**src/rtl/tss_pkg.sv**
```systemverilog
// Shared types and constants for the triangle scanline span block.
package tss_pkg;

  localparam int unsigned CoordW     = 16;
  localparam int unsigned LenW       = CoordW + 1;
  localparam int unsigned NumW       = 2 * CoordW;
  localparam int unsigned DenW       = CoordW;
  localparam int unsigned BitsPerStg = 4;
  localparam int unsigned DivStages  = NumW / BitsPerStg;

  typedef logic signed [CoordW-1:0] coord_t;

  // Sideband that travels alongside the divider pipeline.
  typedef struct packed {
    logic   valid;
    logic   in_range;
    logic   flat;
    logic   neg_a;
    logic   neg_b;
    logic   dyz_a;
    logic   dyz_b;
    coord_t xs_a;
    coord_t xs_b;
    coord_t xmin;
    coord_t xmax;
  } side_t;

endpackage

```
**src/rtl/tss_div.sv**
```systemverilog
// Pipelined unsigned restoring divider, a fixed number of quotient bits per stage.
module tss_div #(
  parameter int unsigned NumW       = tss_pkg::NumW,
  parameter int unsigned DenW       = tss_pkg::DenW,
  parameter int unsigned BitsPerStg = tss_pkg::BitsPerStg
) (
  input  logic            clk_i,
  input  logic [NumW-1:0] num_i,
  input  logic [DenW-1:0] den_i,
  output logic [NumW-1:0] quo_o
);

  localparam int unsigned Stages = NumW / BitsPerStg;
  localparam int unsigned RemW   = DenW + 1;

  logic [RemW-1:0] rem_w [0:Stages];
  logic [NumW-1:0] num_w [0:Stages];
  logic [NumW-1:0] quo_w [0:Stages];
  logic [DenW-1:0] den_w [0:Stages];

  assign rem_w[0] = '0;
  assign num_w[0] = num_i;
  assign quo_w[0] = '0;
  assign den_w[0] = den_i;

  for (genvar s = 0; s < Stages; s++) begin : g_stage
    logic [RemW-1:0] rem_d, rem_q;
    logic [NumW-1:0] num_d, num_q;
    logic [NumW-1:0] quo_d, quo_q;
    logic [DenW-1:0] den_q;

    always_comb begin
      rem_d = rem_w[s];
      num_d = num_w[s];
      quo_d = quo_w[s];
      for (int k = 0; k < BitsPerStg; k++) begin
        rem_d = {rem_d[RemW-2:0], num_d[NumW-1]};
        num_d = {num_d[NumW-2:0], 1'b0};
        quo_d = {quo_d[NumW-2:0], 1'b0};
        if (rem_d >= {1'b0, den_w[s]}) begin
          rem_d    = rem_d - {1'b0, den_w[s]};
          quo_d[0] = 1'b1;
        end
      end
    end

    always_ff @(posedge clk_i) begin
      rem_q <= rem_d;
      num_q <= num_d;
      quo_q <= quo_d;
      den_q <= den_w[s];
    end

    assign rem_w[s+1] = rem_q;
    assign num_w[s+1] = num_q;
    assign quo_w[s+1] = quo_q;
    assign den_w[s+1] = den_q;
  end

  assign quo_o = quo_w[Stages];

endmodule

```
**config.mk**
```make
export PLATFORM = sky130hd
export DESIGN_NAME = tss_div
export DESIGN_NICKNAME = d
export VERILOG_FILES = /design/src/rtl/tss_pkg.sv /design/src/rtl/tss_div.sv
export SDC_FILE = /design/constraint.sdc
export NUM_CORES = 2
export LEC_CHECK = 0
export BUFFER_PORTS_ARGS = -buffer_cell sky130_fd_sc_hd__buf_2
export CELL_PAD_IN_SITES_DETAIL_PLACEMENT = 1
export CELL_PAD_IN_SITES_GLOBAL_PLACEMENT = 1
export CORE_UTILIZATION = 50
export DETAILED_ROUTE_END_ITERATION = 6
export MAX_ROUTING_LAYER = met4
export PLACE_DENSITY = 0.79
export SYNTH_ARGS = -nofsm -noshare
export SYNTH_HDL_FRONTEND = slang
export SYNTH_SLANG_ARGS = --single-unit
export TNS_END_PERCENT = 20
```
**constraint.sdc**
```tcl
create_clock -name clk_i -period 11.8 [get_ports clk_i]
set_input_delay 1.77 -clock clk_i [delete_from_list [all_inputs] [get_ports clk_i]]
set_output_delay 1.77 -clock clk_i [all_outputs]
set_load 0.02 [all_outputs]
```
==> metrics.md <==
| Metric | Value |
|---|---|
| Wire length of the first global-routing pass | `182000 µm` |
| CTS tree | `built` |
| Netlist Area Pre-Place | `0.0383 mm²` |
| Largest area contributor in the netlist | `dfxtp_1` |
| DR pass1 iterations | `6` |
| Final setup fails | `0` |
| DIE AREA | `0.0778 mm²` |
| Hold_buf cts | `0` |
| Slew Limit Fails | `0` |
| Max stage delay on crit path | `630 ps` |
| Area Growth Syn to Fin | `8.88%` |
| Hold WS | `314 ps` |
| Post-synthesis cell type count | `113` |
| CTS max path bufs | `3` |
| Worst path arrival time | `11480 ps` |
| Outcome | `complete, no violations` |
| Crit Path Class | `register to register` |
| Worst Clk Skew | `23.9 ps` |
| Reg-to-reg critical path endpoint | `g_stage[2].rem_q[7]` |
| CTS Buf Count | `52` |
| Routed Antenna Nets | `0` |
| Startpoint Class | `register` |
| Fin. Hold Viols | `0` |
| Top cell type's share of synthesized area | `25.1%` |
| Number of synthesized flops with an enable pin | `0` |
| Largest cells by area after synthesis | `dfxtp_1 (25%), ha_1 (16%), mux2_2 (7.8%), xnor2_1 (5.1%), a21oi_1 (4.1%)` |
| Clock Pin Slew Worst Setup and Hold Paths | `70 ps` |
| Initial Utilization | `50.5%` |
| Vias in the first global route | `33700` |
| Root buf cell | `clkbuf_16` |
| Multi-input logic area | `0.0271 mm²` |
| CP required | `12300 ps` |
| CTS sink cnt | `480` |
| Yosys reg bits | `480` |
| Post-CTS setup buffers | `0` |
| NumNets Final | `5023` |
| Routed vias | `32900` |
| Slew HR | `36.6%` |
| Largest net degree at the start of global routing | `26` |
| DP Cell Count | `5422` |
| Die X | `279 µm` |
| Crit path time final | `10990 ps` |
| Share of cells above drive strength 1 | `13.3%` |
| IO buf count | `80` |
| DRC | `0` |
| Gate Count Post-Synth | `4333` |
| Gpl congestion | `0.944` |
| Placement row count | `101` |
| Fin crit share | `93.1%` |
| Clk_lat worst skew | `630 ps` |
| Slowest cell on crit path | `a2111o_2` |
| Sequential Area | `0.00961 mm²` |
| Worst path most repeated cell | `ha_1` |
| Most common cell in the netlist | `ha_1` |
| Die height | `279 µm` |
| GR Util All Layers | `29.7%` |
| List of most frequent post-synthesis cells | `ha_1 (498), dfxtp_1 (480), inv_1 (323)` |
| Setup_tns | `0 ps` |
| Worst Setup EP | `g_stage[2].rem_q[7]` |
| DRT Wirelength | `114000 µm` |
| Initial antenna violation count | `2` |
| Setup crit start | `g_stage[1].den_q[1]` |
| I/O Pins | `81` |
| Final HPWL DP | `92000 µm` |
| Drt initial violations | `1475` |
| Fmax achieved | `91.0 MHz` |
| Filler cells | `8950` |
| Reg2Reg Depth | `39` |
| Post-Syn Nets | `4910` |
| Syn Area/Cell | `8.84 µm²` |
| Grt ovf | `0` |
| FF-to-FF setup slack | `810 ps` |
| Most used DFF post-synth | `dfxtp_1` |
| Vias/cell | `5.96` |
| MaxCap Viol Count | `0` |
| H-tree levels | `2` |
| Slew @ Worst Pin | `941 ps` |
| Min-Delay Path Class | `register to register` |
| Crit-path max FO | `25` |
| Routed len/inst | `20.7 µm` |
| Core Area | `0.0759 mm²` |
| Async SR Flop Fraction | `0%` |
| Final Non-Filler Cells | `5516` |
| Ys Warns | `0` |
| CP Capture Type | `register` |
| Worst R2R Start | `g_stage[1].den_q[1]` |
| Post-synthesis sequential area ratio | `25.1%` |
| RSZ-0062 raised after global routing | `false` |
## registers in the layout (all words and copies together) (netlist names)
register and cells:
quo_o 32, g_stage.rem_q 112, g_stage.num_q 112, g_stage.den_q 112, g_stage.quo_q 112
## worst max-delay path, delay by kind of cell, from the launching register on
family | cells | cell delay, ps
compound gates | 22 | 6360
fa+ha+maj | 4 | 1300
simple gates | 7 | 1080
mux | 3 | 990
buf+inv | 3 | 600
flops | 1 | 480
## stage by stage
| step | instance area (µm²) | util, % | worst slack, ps |
|---|---|---|---|
| floorplan | 38300 | - | 1500 |
| global placement | 40000 | 52.6 | 681 |
| detailed placement | 40000 | 52.6 | 304 |
| CTS | 41700 | 54.9 | 207 |
| global route | 41700 | 54.9 | 9.80 |
| finish | 41700 | 54.9 | 814 |
## cell type report
| cell class | instances | area share [%] |
|---|---|---|
| diodes | 1 | 0.00600 |
| clock buffers | 72 | 3.54 |
| clock inverters | 21 | 0.600 |
| inverters | 335 | 3.02 |
| multi-input cells | 3461 | 65.1 |
| flip-flops and latches | 480 | 23.0 |
| well taps | 1030 | 3.09 |
| repair buffers | 116 | 1.67 |
## what timing repair did
item                                    in CTS  in global routing
endpoints found under the setup margin       0                 76
hold endpoints to repair                     0                  0
resized for setup                            0                 22
## worst min path at each step
stage | from | end | slack [ps] | cells after the start
final | g_stage[3].quo_q[3] | g_stage[4].quo_q[7] | 310 | 0
after detailed placement | g_stage[6].quo_q[11] | quo_o[15] | 310 | 0
after CTS | g_stage[2].num_q[27] | g_stage[3].num_q[31] | 310 | 0
after global routing | g_stage[3].quo_q[3] | g_stage[4].quo_q[7] | 320 | 0
after global placement | g_stage[5].quo_q[0] | g_stage[6].quo_q[4] | 310 | 0
after floorplan | g_stage[0].num_q[6] | g_stage[1].num_q[10] | 310 | 0
## logic make-up (layout without fill, tap and decap cells)
kind of cell	after synthesis	after routing	share of synthesized area, %
other	0	1	0
AO/OA/AOI/OAI	1168	1168	20.3
multiplexers	366	366	10.9
adder cells (fa/ha/maj)	528	528	17.8
XOR/XNOR	337	337	7.70
flip-flops	480	480	25.1
buffers and inverters	392	544	4.21
AND/OR/NAND/NOR	1062	1062	13.9
## placed cells by master, fill, tap and decap left out, types with 35 or more instances in the layout
cell type | synthesis | routed
a211oi_1 | 47 | 47
a21o_1 | 106 | 106
a21oi_1 | 314 | 314
a31oi_1 | 37 | 37
buf_2 | 15 | 80
clkbuf_16 | 0 | 52
dfxtp_1 | 480 | 480
ha_1 | 498 | 498
inv_1 | 323 | 323
mux2_2 | 266 | 266
mux2i_1 | 60 | 56
nand2_1 | 233 | 233
nand2b_1 | 42 | 42
nand3_1 | 82 | 82
nand4_1 | 83 | 83
nor2_1 | 256 | 256
nor2b_1 | 77 | 77
nor3_1 | 107 | 107
o211ai_1 | 40 | 40
o21a_1 | 78 | 78
o21ai_0 | 243 | 236
o21bai_1 | 49 | 49
or3_1 | 35 | 35
xnor2_1 | 222 | 222
xor2_1 | 115 | 115
## layer usage
metal	vias to the layer above	GRT usage [%]	wire, µm
met5	-	-	0
met4	0	8.75	3230
met3	210	2.24	3160
met2	539	51.2	55500
met1	16000	37.0	52200
li1	16100	-	-
Power is not shown: default switching activity piles up to over one toggle a cycle in this logic, so the estimate is an artifact.
